==> src/sv/mrbg_pkg.sv <==
// ----------------------------------------------------------------------------
// mrbg_pkg
// shared sizes, stack entry type and control structs for the rectangle block
// ----------------------------------------------------------------------------
package mrbg_pkg;

   localparam int MAX_COLUMNS = 256;
   localparam int MAX_ROWS    = 256;

   localparam int COL_W   = $clog2(MAX_COLUMNS);      // column index
   localparam int HGT_W   = $clog2(MAX_ROWS + 1);     // column height
   localparam int DEPTH_W = $clog2(MAX_COLUMNS + 1);  // stack depth and widths
   localparam int CNT_W   = 9;                        // column_count register
   localparam int AREA_W  = 17;
   localparam int PROD_W  = HGT_W + DEPTH_W;

   localparam logic [AREA_W-1:0] AREA_CAP = {AREA_W{1'b1}};
   localparam logic [CNT_W-1:0]  COLUMN_COUNT_RESET = CNT_W'(MAX_COLUMNS);

   localparam int REQ_DATA_W = 8;
   localparam int RSP_DATA_W = 24;

   // stack entry: bar height and the left edge of the span it covers
   typedef struct packed {
      logic [HGT_W-1:0] height;
      logic [COL_W-1:0] left;
   } stk_entry_type;

   typedef struct packed {
      logic          clear;
      logic          pop;
      logic          push;
      stk_entry_type entry;
   } stk_cmd_type;

   typedef struct packed {
      logic          nonempty;
      stk_entry_type top;
   } stk_view_type;

endpackage

==> src/sv/mrbg_height_ram.sv <==
// ----------------------------------------------------------------------------
// mrbg_height_ram
// column height memory, registered read, valid bits to clear all entries at once
// ----------------------------------------------------------------------------
module mrbg_height_ram (
   input  logic                        clock,
   input  logic                        reset,
   input  logic                        rd_en,
   input  logic [mrbg_pkg::COL_W-1:0]  rd_addr,
   output logic [mrbg_pkg::HGT_W-1:0]  rd_data,
   input  logic                        wr_en,
   input  logic [mrbg_pkg::COL_W-1:0]  wr_addr,
   input  logic [mrbg_pkg::HGT_W-1:0]  wr_data,
   input  logic                        clear
);
   import mrbg_pkg::*;

   logic [HGT_W-1:0]       mem [MAX_COLUMNS];
   logic [MAX_COLUMNS-1:0] valid_ff;
   logic [HGT_W-1:0]       rd_data_ff;
   logic                   rd_vld_ff;

   // entries never written since the last clear read as zero
   assign rd_data = rd_vld_ff ? rd_data_ff : '0;

   always_ff @(posedge clock) begin
      if (wr_en) begin
         mem[wr_addr] <= wr_data;
      end
      if (rd_en) begin
         rd_data_ff <= mem[rd_addr];
         rd_vld_ff  <= valid_ff[rd_addr];
      end
   end

   always_ff @(posedge clock) begin
      if (reset || clear) begin
         valid_ff <= '0;
      end else if (wr_en) begin
         valid_ff[wr_addr] <= 1'b1;
      end
   end

endmodule

==> config.mk <==
export PLATFORM = sky130hd
export DESIGN_NAME = mrbg_height_ram
export DESIGN_NICKNAME = d
export VERILOG_FILES = /design/src/sv/mrbg_pkg.sv /design/src/sv/mrbg_height_ram.sv
export SDC_FILE = /design/constraint.sdc
export NUM_CORES = 2
export LEC_CHECK = 0
export BUFFER_PORTS_ARGS = -buffer_cell sky130_fd_sc_hd__buf_4
export CORE_MARGIN = 1
export CORE_UTILIZATION = 50
export CTS_CLUSTER_DIAMETER = 60
export DETAILED_ROUTE_END_ITERATION = 10
export GPL_TIMING_DRIVEN = 0
export HOLD_SLACK_MARGIN = 0.02
export PLACE_DENSITY = 0.65
export SETUP_SLACK_MARGIN = 0.3
export SLEW_MARGIN = 30
export SYNTH_ARGS = -nofsm -noshare
export SYNTH_HDL_FRONTEND = slang
export SYNTH_SLANG_ARGS = --single-unit
==> constraint.sdc <==
create_clock -name clock -period 2.5 [get_ports clock]
set_input_delay 0.125 -clock clock [delete_from_list [all_inputs] [get_ports clock]]
set_output_delay 0.125 -clock clock [all_outputs]
set_load 0.02 [all_outputs]
==> Implementation_results.wiki <==
{| class="wikitable"
! Metric !! Value
|-
| Number of design-rule violations left by the first detailed-router iteration || 9001
|-
| Synthesized instance count || about 5.2k
|-
| Antenna violations before repair || 24
|-
| Startpoint-to-endpoint class of the critical path || primary input to register
|-
| Layout Cell Area excl Fill || between 100000 and 150000 µm²
|-
| Dpl cells || about 7.9k
|-
| Hold/Removal Path Class || primary input to register
|-
| Worst path bufs/invs || 3
|-
| Aggregate global-route resource usage || between 30% and 40%
|-
| Total iterations of the first detailed-routing run || 6
|-
| CP delay by family, top || simple AND/OR/NAND/NOR gates
|-
| Count of vias placed by the detailed router || approximately 56k
|-
| Minimum period implied by the final worst setup slack || just over 3000 ps
|-
| Clk Latency, worst-skew pair || approximately 920 ps
|-
| Worst reg-to-reg setup slack || -550 ps
|-
| Hold Violations, Final || 0
|-
| Required arrival time at the worst endpoint || ~3100 ps
|-
| Vias in the first global route || between 50k and 60k
|-
| DRC errors left || 0
|-
| Count of standard-cell rows || ~160
|-
| Clock tree sinks || roughly 2.6k
|-
| Vertical die dimension || between 400 and 500 µm
|-
| Worst Setup Start Kind || primary input
|-
| Failing checks || negative setup slack
|-
| Capturing element type of the critical path || register
|-
| Simple logic cell fraction of the synthesized area || 4.11%
|-
| Global-route wire length before repair || 440000 µm
|-
| Number of register bits inferred by synthesis || around 2.6k
|-
| Placed cell area || 104000 µm²
|-
| Post-Layout Cell Count || approximately 8.4k
|-
| Fraction of synthesized area in multiplexers || 14.5%
|-
| TritonCTS clock tree || built
|-
| Seq/Total Area, Yosys || about 76%
|-
| Total half-perimeter wirelength after legalization and detailed placement || between 200000 and 250000 µm
|-
| Initial Util || around 50%
|-
| Max Fanout on Critical Path || 10
|-
| Number of buffers added by the clock tree synthesis step || between 200 and 300
|-
| Area Growth Syn to Fin || 16.4%
|-
| Global route total overflow || 0
|-
| Core Region || between 150000 and 200000 µm²
|-
| Clock buffer depth || 4
|-
| Fin Clk Skew || 40.3 ps
|-
| Total wirelength of the detailed-routed design || ~330000 µm
|-
| Port buffer count || 27
|-
| Slowest CP cell || sky130_fd_sc_hd__nor3_1
|-
| Stages on worst setup path || 8
|-
| Minimum setup slack in the final design || -560 ps
|-
| Post-synthesis share of cell area spent on full adders, half adders and majority gates || 0%
|-
| Arrival time reported for the critical path endpoint || ~3700 ps
|-
| Setup repair after global routing missed its margin || true
|-
| Status || finished, violations left
|-
| Most frequent standard cell in the layout excluding fill and tap cells || sky130_fd_sc_hd__edfxtp_1
|-
| Start of the worst register-to-register path || mem[210][8]
|-
| Setup violators final || 8
|-
| X dimension of the die || around 450 µm
|-
| Die area || 199000 µm²
|-
| Critical register-to-register path endpoint || rd_data_ff[8]
|-
| Count of yosys warnings during synthesis || 0
|-
| Capture point of the worst path || rd_data_ff[2]
|-
| Clock tree root buffer cell || sky130_fd_sc_hd__clkbuf_16
|-
| Number of slew-limit violations in the final report || 0
|-
| Fraction of final layout cells with drive strength greater than 1 || 28.8%
|-
| Avg Vias per Cell || roughly 6.7
|-
| Final weighted congestion in routability-driven placement || ~1.0
|-
| Highest Clock Rate || 327 MHz
|-
| Synthesized area per cell || roughly 19 µm²
|-
| Largest vdd supply drop || around 0.00074 V
|-
| Clock transition time at the flip-flop clock pins of the worst setup and hold paths || 60 ps
|-
| Headroom to the max-slew limit || 7.34%
|-
| LEAKAGE || approximately 36 nW
|-
| Number of cells on the worst reg-to-reg path || 6
|-
| Commonest cells after routing, fill and taps aside || sky130_fd_sc_hd__edfxtp_1 (2314), sky130_fd_sc_hd__mux4_2 (529), sky130_fd_sc_hd__nor2_1 (483)
|-
| Post-synthesis instance area || between 90000 and 100000 µm²
|-
| Area used by multi-input combinational logic || ~24000 µm²
|-
| Most instantiated flip-flop cell in the synthesis netlist || sky130_fd_sc_hd__edfxtp_1
|-
| Maximum single-stage delay on the critical path || 800 ps
|-
| Post-synth EDFFs || 2314
|-
| Net Count, Synth || approximately 5.2k
|-
| Final #Nets || between 5k and 6k
|-
| Period utilisation layout || 122%
|-
| Parity-gate share of the synthesized area counting xor and xnor cells || 0%
|-
| Unique cell type count in the Yosys netlist || between 60 and 70
|-
| Crit path cell chain || buf_4, clkbuf_2, nor2_2, clkinv_1, nor3_1, a21oi_1, a211oi_1, nor4_4
|-
| Routed Antenna Nets || 0
|-
| Fillers || around 14k
|-
| MaxCap Viol Count || 0
|-
| Power density over the cells || 810 nW/µm²
|-
| Routed WL per cell || between 30 and 40 µm
|-
| Slew at the pin with the worst max-slew slack || ~1400 ps
|-
| Largest family of logic cells by synthesized area || multiplexers
|-
| IO Count || 39
|-
| Area used by sequential logic in the layout || between 70000 and 80000 µm²
|-
| Pin count of the biggest net entering global routing || 113
|-
| Number of levels in the clock H-tree || 5
|-
| Compound-Gate Fraction of Synth Area || roughly 4%
|-
| Share of synthesized registers carrying an async set or reset || 0%
|-
| Start point of the critical path || rd_addr[6]
|}
## per-layer routing
layer	global-route usage, %	up-vias	part of all wire, %
li1	-	21700	-
met1	44.5	29400	36
met2	46.8	4166	44
met3	11.6	747	14
met4	17.5	16	5.8
met5	0	-	0.029
## synthesized netlist by cell type (all sizes together) (3+ instances only)
master / n / area (µm²)
nor3: 38 / 190
a2bb2oi: 4 / 35.0
and2: 12 / 75.1
nand3b: 3 / 22.5
clkbuf: 168 / 636
nor2b: 18 / 113
nand2: 68 / 255
nand2b: 10 / 62.6
o21ai: 14 / 70.1
o211ai: 7 / 52.6
or2: 8 / 50.1
o22a: 6 / 52.6
a211oi: 12 / 90.1
mux4: 535 / 12100
nand3: 31 / 155
or4: 3 / 22.5
nor2: 742 / 2790
dfxtp: 256 / 5120
a21oi: 84 / 420
a22o: 24 / 210
and2b: 3 / 23.8
o32ai: 8 / 70.1
nand4: 16 / 100
a221oi: 18 / 158
o22ai: 71 / 444
o21ba: 29 / 290
mux2i: 211 / 2110
o221ai: 42 / 368
a22oi: 186 / 1400
a31oi: 11 / 68.8
buf: 147 / 1230
o2111ai: 4 / 35.0
nor4: 19 / 119
a311oi: 6 / 52.6
edfxtp: 2314 / 69500
mux2: 9 / 101
## registers in the layout, summed over array words and instances (netlist names)
register and flops:
rd_vld_ff 1, rd_data_ff 9, mem 2304, valid_ff 256
## metrics by stage
step | setup TNS [ps] | util (%) | worst slack, ps | total power, W | hold WS (ps)
2_1_floorplan | 0 | - | 338 | 0.0501 | 224
5_1_grt | -2260 | 58.7 | -502 | 0.0947 | 37.0
3_3_place_gp | -2277710 | 52.3 | -3810 | 0.0528 | 425
4_1_cts | -2100 | 58.4 | -397 | 0.0928 | 34.0
6_report | -3430 | 58.7 | -560 | 0.0931 | 82.0
3_5_place_dp | -1062760 | 53.2 | -2440 | 0.0530 | 442
## repair_timing
item                                     CTS  global route
resized for setup                        282           143
hold buffers                              16             1
buffers inserted                           3             4
endpoints found under the setup margin   516          1030
endpoints found under the hold margin   1569             8
gates cloned                               0             0
pin swaps                                 15            19
## layout make-up
type	count	share of cell area (%)
buffer	316	1.94
tap	2624	2.86
clock buffer	371	6.71
inverter	3	0.0142
multi-input combinational	2270	21.2
timing repair buffer	98	1.38
clock inverter	110	0.933
sequential	2570	64.9
antenna	11	0.0240
## report_power, final
part / internal, W / total, W / switching (W)
sequential: 0.0469 / 0.0469 / 0.0000264
clock: 0.0237 / 0.0404 / 0.0167
combinational: 0.00173 / 0.00577 / 0.00404
total: 0.0723 / 0.0931 / 0.0208
## how the worst min path moves through the flow
| stage | start | slack (ps) | to | depth (start not counted) |
|---|---|---|---|---|
| after global routing | wr_addr[7] | 40 | mem[237][7] | 3 |
| after floorplan | wr_data[0] | 220 | mem[0][0] | 0 |
| after detailed placement | rd_en | 440 | rd_data_ff[5] | 1 |
| final | wr_addr[7] | 80 | mem[237][7] | 3 |
| after global placement | rd_en | 430 | rd_data_ff[5] | 1 |
| after CTS | wr_addr[7] | 30 | mem[95][1] | 4 |
## cells by family after synthesis
family	Yosys count
buf+inv	319
compound gates	534
flops	2570
mux	755
simple gates	981
## worst register-to-register path: cells and delay by family (launching register included)
family,cells,cell delay (ps)
AOI/OAI and AO/OA,3,1190
and+or+nand+nor,2,710
muxes,1,490
DFF,1,380
(Power assumes the default switching activity.)
